**config.mk**
```make
export PLATFORM = sky130hd
export DESIGN_NAME = two_axis_stepper_sequencer_core
export DESIGN_NICKNAME = d
export VERILOG_FILES = /design/src/hw/rtl/tass_pkg.sv /design/src/hw/rtl/tass_core.sv /design/src/hw/rtl/two_axis_stepper_sequencer_core.sv
export SDC_FILE = /design/constraint.sdc
export NUM_CORES = 1
export LEC_CHECK = 0
export ABC_AREA = 1
export ABC_CLOCK_PERIOD_IN_PS = 3000
export CORE_ASPECT_RATIO = 0.5
export CORE_UTILIZATION = 65
export CTS_BUF_LIST = sky130_fd_sc_hd__clkbuf_8
export DETAILED_ROUTE_END_ITERATION = 16
export DONT_BUFFER_PORTS = 1
export PLACE_DENSITY = 0.81
export RECOVER_POWER = 50
export SKIP_LAST_GASP = 1
export SYNTH_ARGS = -nofsm -noshare
export SYNTH_HDL_FRONTEND = slang
export SYNTH_SLANG_ARGS = --single-unit
```
**constraint.sdc**
```tcl
create_clock -name clk -period 3 [get_ports clk]
set_input_delay 0.45 -clock clk [delete_from_list [all_inputs] [get_ports clk]]
set_output_delay 0.45 -clock clk [all_outputs]
set_load 0.05 [all_outputs]
```
**src/hw/rtl/tass_pkg.sv**
```systemverilog
// Shared types, widths and helper functions for the two-axis stepper sequencer.
package tass_pkg;

  // Counter widths
  localparam int STEP_BITS   = 16;
  localparam int PERIOD_BITS = 8;

  // Fixed field and register widths
  localparam int COUNT_W  = 16;
  localparam int CFG_W    = 8;
  localparam int CFG_IDX_W = 2;
  localparam int S_DATA_W = 24;
  localparam int M_DATA_W = 16;

  localparam logic [STEP_BITS-1:0]   STEP_MAX   = '1;
  localparam logic [PERIOD_BITS-1:0] PERIOD_MAX = '1;

  // Register indexes
  localparam logic [CFG_IDX_W-1:0] REG_X_PERIOD = 2'd0;
  localparam logic [CFG_IDX_W-1:0] REG_Y_PERIOD = 2'd1;

  // Item kinds carried on tuser
  localparam logic ACT_MOVE = 1'b0;
  localparam logic ACT_TICK = 1'b1;

  // Axis codes
  localparam logic AXIS_X = 1'b0;
  localparam logic AXIS_Y = 1'b1;

  // Reset values
  localparam logic [1:0]       PHASE_RESET  = 2'd3;
  localparam logic [CFG_W-1:0] PERIOD_RESET = 8'd15;

  typedef struct packed {
    logic               action;
    logic               axis;
    logic               direction;
    logic [COUNT_W-1:0] step_count;
  } item_t;

  typedef struct packed {
    logic       rejected;
    logic       move_done;
    logic       busy_res;
    logic [3:0] y_coils;
    logic [3:0] x_coils;
  } result_t;

  // Two-coil-on drive pattern per phase: bit0 A, bit1 A-not, bit2 B, bit3 B-not
  function automatic logic [3:0] coil_of(input logic [1:0] phase);
    logic [3:0] c;
    case (phase)
      2'd0:    c = 4'h5;
      2'd1:    c = 4'h6;
      2'd2:    c = 4'hA;
      default: c = 4'h9;
    endcase
    return c;
  endfunction

  // Step period: zero means one tick, saturate to the wait counter range
  function automatic logic [PERIOD_BITS-1:0] period_sat(input logic [CFG_W-1:0] p);
    logic [PERIOD_BITS-1:0] r;
    if (p == '0) begin
      r = PERIOD_BITS'(1);
    end else if (32'(p) > 32'(PERIOD_MAX)) begin
      r = PERIOD_MAX;
    end else begin
      r = PERIOD_BITS'(p);
    end
    return r;
  endfunction

  // Step count saturated to the step counter range
  function automatic logic [STEP_BITS-1:0] count_sat(input logic [COUNT_W-1:0] c);
    logic [STEP_BITS-1:0] r;
    if (32'(c) > 32'(STEP_MAX)) begin
      r = STEP_MAX;
    end else begin
      r = STEP_BITS'(c);
    end
    return r;
  endfunction

endpackage

```
**src/hw/rtl/tass_core.sv**
```systemverilog
// Motion state, period registers and per-item result logic.
module tass_core import tass_pkg::*; (
  input  logic                 clk,
  input  logic                 rst,
  input  logic                 proc,
  input  item_t                item,
  input  logic                 cfg_we,
  input  logic [CFG_IDX_W-1:0] cfg_index,
  input  logic [CFG_W-1:0]     cfg_data,
  output result_t              res
);

  logic [CFG_W-1:0]       x_period;
  logic [CFG_W-1:0]       y_period;
  logic [1:0]             x_phase, x_phase_next;
  logic [1:0]             y_phase, y_phase_next;
  logic                   moving, moving_next;
  logic                   moving_axis, moving_axis_next;
  logic                   moving_backward, moving_backward_next;
  logic [STEP_BITS-1:0]   steps_left, steps_left_next;
  logic [PERIOD_BITS-1:0] wait_left, wait_left_next;

  logic                   take_step;
  logic                   step_axis;
  logic                   step_back;
  logic [STEP_BITS-1:0]   cnt;
  logic [PERIOD_BITS-1:0] wait_dec;
  logic                   done;
  logic                   rej;

  // Period registers
  always_ff @(posedge clk) begin
    if (rst) begin
      x_period <= PERIOD_RESET;
      y_period <= PERIOD_RESET;
    end else if (cfg_we) begin
      if (cfg_index == REG_X_PERIOD) x_period <= cfg_data;
      if (cfg_index == REG_Y_PERIOD) y_period <= cfg_data;
    end
  end

  // Command and tick handling
  always_comb begin
    moving_next          = moving;
    moving_axis_next     = moving_axis;
    moving_backward_next = moving_backward;
    steps_left_next      = steps_left;
    wait_left_next       = wait_left;
    take_step            = 1'b0;
    done                 = 1'b0;
    rej                  = 1'b0;
    cnt                  = count_sat(item.step_count);
    wait_dec             = (wait_left != '0) ? wait_left - 1'b1 : '0;
    if (item.action == ACT_MOVE) begin
      if (moving) begin
        rej = 1'b1;
      end else if (cnt == '0) begin
        done = 1'b1;
      end else begin
        moving_next          = 1'b1;
        moving_axis_next     = item.axis;
        moving_backward_next = item.direction;
        steps_left_next      = cnt - 1'b1;
        take_step            = 1'b1;
      end
    end else if (moving) begin
      wait_left_next = wait_dec;
      if (wait_dec == '0) begin
        if (steps_left == '0) begin
          moving_next = 1'b0;
          done        = 1'b1;
        end else begin
          steps_left_next = steps_left - 1'b1;
          take_step       = 1'b1;
        end
      end
    end
    // A step reloads the wait with the moving axis's period
    if (take_step) begin
      wait_left_next = period_sat(moving_axis_next == AXIS_Y ? y_period : x_period);
    end
  end

  // Phase advance for a step
  always_comb begin
    step_axis    = moving_axis_next;
    step_back    = moving_backward_next;
    x_phase_next = x_phase;
    y_phase_next = y_phase;
    if (take_step) begin
      if (step_axis == AXIS_Y) begin
        y_phase_next = step_back ? y_phase - 2'd1 : y_phase + 2'd1;
      end else begin
        x_phase_next = step_back ? x_phase - 2'd1 : x_phase + 2'd1;
      end
    end
  end

  // State registers
  always_ff @(posedge clk) begin
    if (rst) begin
      x_phase         <= PHASE_RESET;
      y_phase         <= PHASE_RESET;
      moving          <= 1'b0;
      moving_axis     <= AXIS_X;
      moving_backward <= 1'b0;
      steps_left      <= '0;
      wait_left       <= '0;
    end else if (proc) begin
      x_phase         <= x_phase_next;
      y_phase         <= y_phase_next;
      moving          <= moving_next;
      moving_axis     <= moving_axis_next;
      moving_backward <= moving_backward_next;
      steps_left      <= steps_left_next;
      wait_left       <= wait_left_next;
    end
  end

  // Result shows the state after the item
  always_comb begin
    res.x_coils   = (moving_next && moving_axis_next == AXIS_X) ? coil_of(x_phase_next) : 4'h0;
    res.y_coils   = (moving_next && moving_axis_next == AXIS_Y) ? coil_of(y_phase_next) : 4'h0;
    res.busy_res  = moving_next;
    res.move_done = done;
    res.rejected  = rej;
  end

  // A move in progress always has a wait running
  a_wait_running: assert property (@(posedge clk) disable iff (rst)
    moving |-> wait_left != '0) else $error("moving with empty wait counter");

  // Idle never leaves steps pending
  a_idle_clear: assert property (@(posedge clk) disable iff (rst)
    !moving |-> steps_left == '0) else $error("idle with steps pending");

  // A move only starts from an accepted command
  a_start_cmd: assert property (@(posedge clk) disable iff (rst)
    $rose(moving) |-> $past(proc && item.action == ACT_MOVE))
    else $error("move started without a command");

  // Idle result releases all coils
  a_coils_off: assert property (@(posedge clk) disable iff (rst)
    !res.busy_res |-> (res.x_coils == 4'h0 && res.y_coils == 4'h0))
    else $error("coils driven while idle");

  // Finish and reject never share a result
  a_flags: assert property (@(posedge clk) disable iff (rst)
    !(res.move_done && res.rejected)) else $error("done and rejected together");

endmodule

```
**src/hw/rtl/two_axis_stepper_sequencer_core.sv**
```systemverilog
// Top level: input register, sequencer core and result register.
//
//  channel  direction  tdata / data fields (low bit first)          tuser
//  s_axis   in         axis, direction, step_count[15:0], 0-pad      action
//  m_axis   out        x_coils, y_coils, busy_res, move_done,        -
//                      rejected, 0-pad
//  cfg      in         cfg_we, cfg_index (0 x period, 1 y period),   -
//                      cfg_data[7:0]
//
// One item per cycle while m_tready does not stall; a result passes through the
// input register and then the result register around the core before it can
// transfer.
// Every item yields exactly one result. rst is synchronous and clears
// both valid flags, the motion state, phases (to 3) and periods (to 15).
// A stalled m_tready holds the result and backs up into s_tready.
module two_axis_stepper_sequencer_core import tass_pkg::*; (
  input  logic                 clk,
  input  logic                 rst,
  input  logic                 s_tvalid,
  output logic                 s_tready,
  input  logic [S_DATA_W-1:0]  s_tdata,   // axis, direction, step_count[15:0], zero pad
  input  logic                 s_tuser,   // action
  output logic                 m_tvalid,
  input  logic                 m_tready,
  output logic [M_DATA_W-1:0]  m_tdata,   // x_coils, y_coils, busy_res, move_done, rejected, pad
  input  logic                 cfg_we,
  input  logic [CFG_IDX_W-1:0] cfg_index,
  input  logic [CFG_W-1:0]     cfg_data
);

  logic    in_valid;
  item_t   in_item;
  logic    adv;
  logic    proc;
  result_t res;
  result_t out_res;

  assign adv      = !m_tvalid || m_tready;
  assign proc     = in_valid && adv;
  assign s_tready = !in_valid || adv;

  // Input register
  always_ff @(posedge clk) begin
    if (rst) begin
      in_valid <= 1'b0;
    end else if (s_tready) begin
      in_valid <= s_tvalid;
    end
  end

  always_ff @(posedge clk) begin
    if (s_tready && s_tvalid) begin
      in_item.action     <= s_tuser;
      in_item.axis       <= s_tdata[0];
      in_item.direction  <= s_tdata[1];
      in_item.step_count <= s_tdata[COUNT_W+1:2];
    end
  end

  tass_core u_core (
    .clk       (clk),
    .rst       (rst),
    .proc      (proc),
    .item      (in_item),
    .cfg_we    (cfg_we),
    .cfg_index (cfg_index),
    .cfg_data  (cfg_data),
    .res       (res)
  );

  // Result register
  always_ff @(posedge clk) begin
    if (rst) begin
      m_tvalid <= 1'b0;
    end else if (adv) begin
      m_tvalid <= in_valid;
    end
  end

  always_ff @(posedge clk) begin
    if (proc) begin
      out_res <= res;
    end
  end

  assign m_tdata = M_DATA_W'(out_res);

endmodule
```
After elaboration in Yosys (flattened, before gate mapping)
Cells that the tools add are included. Widths: inputs -> output; s select.

Bits in registers: 79. Bits of input ports: 40. Output and inout bits: 18. Word-level logic and storage cells: 103.

$add $sub $neg: 7. Eq/ne operators: 10. Multiplexer cells: 43. Bitwise logic cells: 1. Reduce and logical (&&, ||, !) cells: 22.

Operators with widths (number): $mux 16 (6); $mux 8 (6); $logic_not 16->1 (2); $sub 16x1->16 const B (2); $pmux 4 s3 (2); $mux 1 (23); $logic_not 8->1 (2); $mux 2 (6); $ne 2x2->1 const B (4); $reduce_bool 8->1 (1); $sub 8x1->8 const B (1); $eq 2x1->1 const B (3); $logic_not 2->1 (3); $reduce_and 6->1 (1); $add 2x1->2 const B (2); $eq 2x2->1 const B (2); $logic_and 1x1->1 (4); $reduce_and 2->1 (2); $reduce_bool 2->1 (2); $sub 2x1->2 const B (2); $reduce_and 3->1 (1); $logic_not 1->1 (2); $logic_or 1x1->1 (2); $ne 2x1->1 const B (1); $not 1->1 (1).

Longest topological paths before layout
Word-level depth: 9. Depth in mapped cells: 18. Gate-level depth less buffers: 18.

Hierarchy
From an unflattened synthesis, not the netlist that was laid out.

Cell total of the unflattened synthesis: 570. Area, all modules: 4335.4 µm².

Modules (own cells, without submodules): tass_core (times used 1, cells each 522, area an instance 3301.9 µm², sequential area each 940.9 µm²); two_axis_stepper_sequencer_core (times used 1, cells each 48, area an instance 1033.5 µm², sequential area each 940.9 µm²).

Least setup slack after synthesis
OpenSTA, ideal clock, no wires.

Kind: flip-flop to flip-flop. From: reg u_core.wait_left[0]. To: reg out_res (netlist bit m_tdata[0]) (data pin). Library setup time: 0.254 ns. Arrival time: 2.176 ns. Data required time: 2.746 ns. Setup slack: 0.570 ns. Stages on the path, launching flop included: 17. Path buffers: 0. Period minus slack after synthesis: 2.430 ns. Cells stage by stage: dfxtp_1 > inv_2 > ha_1 > inv_2 > nor2_1 > nand2_1 > nor2_1 > o21ai_0 > nor2_2 > nand3_4 > nand2_4 > nand2_1 > xor2_2 > inv_1 > ha_1 > inv_1 > nor2_1.

Cells in the longest elaborated chain, start to end: 9. Elaborated cells on any way between the ends: 16. Those cells by class: add/sub (1); eq/ne (2); mux (9); reduce/logical (4).

RTL lines: start, declared (line tass_core.sv:21) `logic [PERIOD_BITS-1:0] wait_left, wait_left_next;`; start signal, assigned (line tass_core.sv:116) `wait_left <= wait_left_next;`; $sub 8x1->8 / $reduce_bool 8->1 (equally long branches) (line tass_core.sv:53) `wait_dec = (wait_left != '0) ? wait_left - 1'b1 : '0;`; $mux 8 (*) (line tass_core.sv:53); $logic_not 8->1 (*) (line tass_core.sv:68) `if (wait_dec == '0) begin`; $mux 1 (*) (line tass_core.sv:68); $mux 1 (*) (line tass_core.sv:66) `end else if (moving) begin`; $mux 1 (*) (line tass_core.sv:54) `if (item.action == ACT_MOVE) begin`; $mux 2 (*) (line tass_core.sv:90) `if (take_step) begin`; net u_core.x_phase_next[0] (line tass_core.sv:15) `logic [1:0] x_phase, x_phase_next;`; $eq 2x2->1, or another cell as far along (line tass_pkg.sv:52) `case (phase)`; $pmux 4 s3 (*) (line tass_pkg.sv:52); end signal, assigned (line two_axis_stepper_sequencer_core.sv:82) `out_res <= res;`; end, declared (line two_axis_stepper_sequencer_core.sv:36) `result_t out_res;`.

The timed path passes the listed nets; every way through them passes the cells marked *. A chain may end at the register's enable or synchronous reset.

Worst setup path after layout
From: reg in_item[18] (netlist name). To: reg out_res (netlist bit m_tdata[4]) (data pin).

Cells in the longest elaborated chain, start to end: 6. Elaborated cells on any way between the ends: 12. Those cells by class: eq/ne (2); mux (8); reduce/logical (2).

RTL lines: start, declared (line two_axis_stepper_sequencer_core.sv:32) `item_t in_item;`; $mux 1 (line tass_core.sv:54); $mux 2 (line tass_core.sv:92) `y_phase_next = step_back ? y_phase - 2'd1 : y_phase + 2'd1;`; $mux 2 (line tass_core.sv:91) `if (step_axis == AXIS_Y) begin`; $mux 2 (*) (line tass_core.sv:90); net u_core.y_phase_next[0] (line tass_core.sv:16) `logic [1:0] y_phase, y_phase_next;`; $eq 2x2->1, or another cell as far along (line tass_pkg.sv:52); $pmux 4 s3 (*) (line tass_pkg.sv:52).

Marks and branches as above.

==> metrics.log <==
INFO  metric design.die.area = just under 7000 um^2
INFO  metric core = 6180 um^2
INFO  metric drtPass1Iterations = 4
INFO  metric post-route-util = 72.6%
INFO  metric cts_buffers = 9
INFO  metric critical_path_peak_fanout = 17
INFO  metric later_pin_clock_latency_in_the_skew_report = 360 ps
INFO  metric ctsHtreeMaxLevel = 3
INFO  metric gp_routability_congestion = ~0.86
INFO  metric critPathCaptureType = flop
INFO  metric tns = 0 ps
INFO  metric grt_remaining_overflow = 0
INFO  metric power.ir.vdd_worst = 0.000378 V
INFO  metric grt_first_pass_wirelength = 13400 um
INFO  metric yosys_warnings = 0
INFO  metric cts.hold.buffers_added = 0
INFO  metric synthTopCellsByArea = sky130_fd_sc_hd__dfxtp_1 23%, sky130_fd_sc_hd__edfxtp_1 21%, sky130_fd_sc_hd__nand2_1 9.8%
INFO  metric worstSetupStartpointType = flop
INFO  metric dp.final_hpwl = 5750 um
INFO  metric groute.usage.overall = 25.9%
INFO  metric synth.mux.area_fraction = 0%
INFO  metric grt_max_degree = 36
INFO  metric die_x = ~120 um
INFO  metric number_of_global_route_vias_before_repair = 3085
INFO  metric detail_route.wl_per_cell = 12.3 um
INFO  metric clk_transition_reported_paths = ~70 ps
INFO  metric cts-resized-gates = 0
INFO  metric clock_tree_skew_after_final_layout = 7.37 ps
INFO  metric fp.dieH = 59.2 um
INFO  metric floorplan.initialDensity = 68.8%
INFO  metric unrepaired_setup_endpoints_after_global_routing = false
INFO  metric top_level_ports = 58
INFO  metric worst-slew-pin-transition = 928 ps
INFO  metric finalCritPeriodShare = between 90% and 100%
INFO  metric postRouteAntennaNets = 0
INFO  metric most-common-layout-cells = 111 x sky130_fd_sc_hd__nand2_1, 77 x sky130_fd_sc_hd__inv_1, 50 x sky130_fd_sc_hd__nor2_1
INFO  metric yosys.area_share.xor_xnor = 4.06%
INFO  metric grt_antenna_before_repair = 0
INFO  metric report.final.setup_viol = 0
INFO  metric ys_seq_area_share = around 44%
INFO  metric port_buffers = 0
INFO  metric final_critical_path_required_period = about 2800 ps
INFO  metric drcViolationCount = 0
INFO  metric synth_area = approximately 4300 um^2
INFO  metric worst_endpoint_data_arrival_time = 2900 ps
INFO  metric total_power = 2.55 mW
INFO  metric most_common_cell_after_layout_fill_and_taps_aside = sky130_fd_sc_hd__nand2_1
INFO  metric power_density = 568 nW/um^2
INFO  metric run_status = completed
INFO  metric slew_headroom = 38.2%
INFO  metric drt_wl_total = around 7900 um
INFO  metric final-hold-violation-count = 0
INFO  metric vias = 3402
INFO  metric number_of_register_bits_inferred_by_synthesis = 79
INFO  metric tritoncts = built
INFO  metric post_synth_and_or_nand_nor_area_fraction = 24.2%
INFO  metric max-cap-violations = 0
INFO  metric antenna-diode-count = 0
INFO  metric synth_unique_cells = 37
INFO  metric power.leakage = between 1.5 and 2 nW
INFO  metric num-nets-final = between 500 and 600
INFO  metric post_cts_buffers = 0
INFO  metric cts.root.buffer_cell = sky130_fd_sc_hd__clkbuf_8
INFO  metric final_layout_size_suffix_gt1_share = 9.04%
INFO  metric path_class = flop to flop
INFO  metric synthToLayoutAreaGrowth = 5.47%
INFO  metric rows = 20
INFO  metric synth_adder_area_share = 2.94%
INFO  metric timing.fmax = 360 MHz
INFO  metric area_fraction_in_compound_gates_after_synthesis = 13.9%
INFO  metric synthesis.area_per_instance = 7.81 um^2
INFO  metric clock_tree.buffer_depth = 2
INFO  metric final.fill_count = 518
INFO  metric worst_hold_check_path_type = input port to flop
INFO  metric synth_top_family_by_area = simple AND/OR/NAND/NOR gates
INFO  metric sequential_cell_area = 1880 um^2
INFO  metric netlist.top_cell.by_area = sky130_fd_sc_hd__dfxtp_1
INFO  metric cp.required = approximately 3100 ps
INFO  metric slew_viol_final = 0
INFO  metric synth.top_cell.area_share = 23.1%
INFO  metric tritoncts_num_sinks = 79
INFO  metric multi_input_area = ~1900 um^2
INFO  metric drtIter0Drc = 154
INFO  metric post_synth_inst_count = roughly 550
INFO  metric route.detailed.vias_per_inst = 5.31
final cells by class:
class                           instances  area share (%)
Sequential cell                        79            41.9
Multi-Input combinational cell        368            43.2
Tap cell                               88            2.45
Clock inverter                          7            1.78
Inverter                               83            6.94
Clock buffer                            9            2.76
Timing Repair Buffer                    7           0.920
metal layers:
layer | up-vias | global-route usage [%] | wire, um
met5 | - | 0 | 0
met4 | 0 | 8.97 | 92
met3 | 10 | 8.28 | 403
met2 | 80 | 44.0 | 3700
met1 | 1545 | 31.5 | 3690
li1 | 1767 | - | -
worst paths after layout:
check                                         from                 end  slack [ps]  depth (start not counted)
worst max-delay path                   in_item[18]          m_tdata[4]         220                         11
worst min-delay path                           rst            m_tvalid         150                          1
worst max register to register         in_item[18]          m_tdata[4]         220                         11
worst min register to register  u_core.y_period[5]  u_core.y_period[5]         460                          2
synth_stat cells:
cell                       number
sky130_fd_sc_hd__nand2_1      111
sky130_fd_sc_hd__inv_1         75
sky130_fd_sc_hd__nor2_1        50
sky130_fd_sc_hd__dfxtp_1       49
sky130_fd_sc_hd__o21ai_0       42
sky130_fd_sc_hd__a21oi_1       40
sky130_fd_sc_hd__nand3_1       33
sky130_fd_sc_hd__edfxtp_1      30
sky130_fd_sc_hd__xor2_1        13
sky130_fd_sc_hd__nand4_1       12
sky130_fd_sc_hd__o211ai_1      11
sky130_fd_sc_hd__ha_1          10
sky130_fd_sc_hd__nand2_2        7
sky130_fd_sc_hd__buf_4          6
sky130_fd_sc_hd__clkbuf_1       6
sky130_fd_sc_hd__inv_2          6
sky130_fd_sc_hd__nor2_2         6
sky130_fd_sc_hd__buf_6          4
sky130_fd_sc_hd__nand2_4        3
sky130_fd_sc_hd__o21ai_1        3
sky130_fd_sc_hd__xnor2_1        3
sky130_fd_sc_hd__a31oi_1        2
sky130_fd_sc_hd__buf_2          2
sky130_fd_sc_hd__clkinv_1       2
sky130_fd_sc_hd__nand3_2        2
sky130_fd_sc_hd__nor2_4         2
sky130_fd_sc_hd__o21a_1         2
sky130_fd_sc_hd__o21ai_2        2
sky130_fd_sc_hd__o21bai_2       2
sky130_fd_sc_hd__xor2_2         2
sky130_fd_sc_hd__a21boi_0       1
sky130_fd_sc_hd__a21oi_2        1
sky130_fd_sc_hd__buf_8          1
sky130_fd_sc_hd__conb_1         1
sky130_fd_sc_hd__nand3_4        1
sky130_fd_sc_hd__nor3_1         1
sky130_fd_sc_hd__nor4_1         1
worst max-delay path, cell delays in order (launching register included):
cell	delay, ps
sky130_fd_sc_hd__edfxtp_1	380
sky130_fd_sc_hd__clkbuf_1	590
sky130_fd_sc_hd__nand2_1	200
sky130_fd_sc_hd__a21oi_1	250
sky130_fd_sc_hd__nand3_4	150
sky130_fd_sc_hd__nand2_4	120
sky130_fd_sc_hd__nand2_1	120
sky130_fd_sc_hd__xor2_2	220
sky130_fd_sc_hd__inv_1	90
sky130_fd_sc_hd__ha_1	320
sky130_fd_sc_hd__inv_1	60
sky130_fd_sc_hd__nor2_1	40
sequential cells by signal (all words and copies together), names as in the netlist:
signal / count
u_core.x_phase: 2
u_core.y_phase: 2
u_core.moving_backward: 1
in_valid: 1
u_core.y_period: 8
in_item: 19
u_core.wait_left: 8
m_tvalid: 1
m_tdata: 11
u_core.moving: 1
u_core.moving_axis: 1
u_core.x_period: 8
u_core.steps_left: 16
through the flow:
step	cells	area (um^2)	hold WS [ps]	worst slack (ps)
6_report	641	4490	152	221
5_1_grt	641	4490	138	46.4
4_1_cts	641	4500	140	258
3_5_place_dp	625	4300	453	270
3_3_place_gp	625	4300	444	333
2_1_floorplan	549	4270	429	570
logic make-up (layout without fill, tap and decap cells):
logic type                 Yosys count  in the layout
xor gates and xnor gates            18             18
and+or+nand+nor                    229            229
AOI/OAI and AO/OA                  106            106
adders and majority gates           10             10
buffers and inverters              102            106
DFF                                 79             79
other                                1              5
power by group:
part | switching (mW) | total, mW | internal, mW | leakage, nW
clock | 0.366 | 0.821 | 0.455 | 0.111
sequential | 0.0625 | 1.24 | 1.18 | 0.694
combinational | 0.326 | 0.485 | 0.159 | 1.19
total | 0.754 | 2.55 | 1.80 | 1.99
No activity file was read; power rests on OpenSTA's default activity.
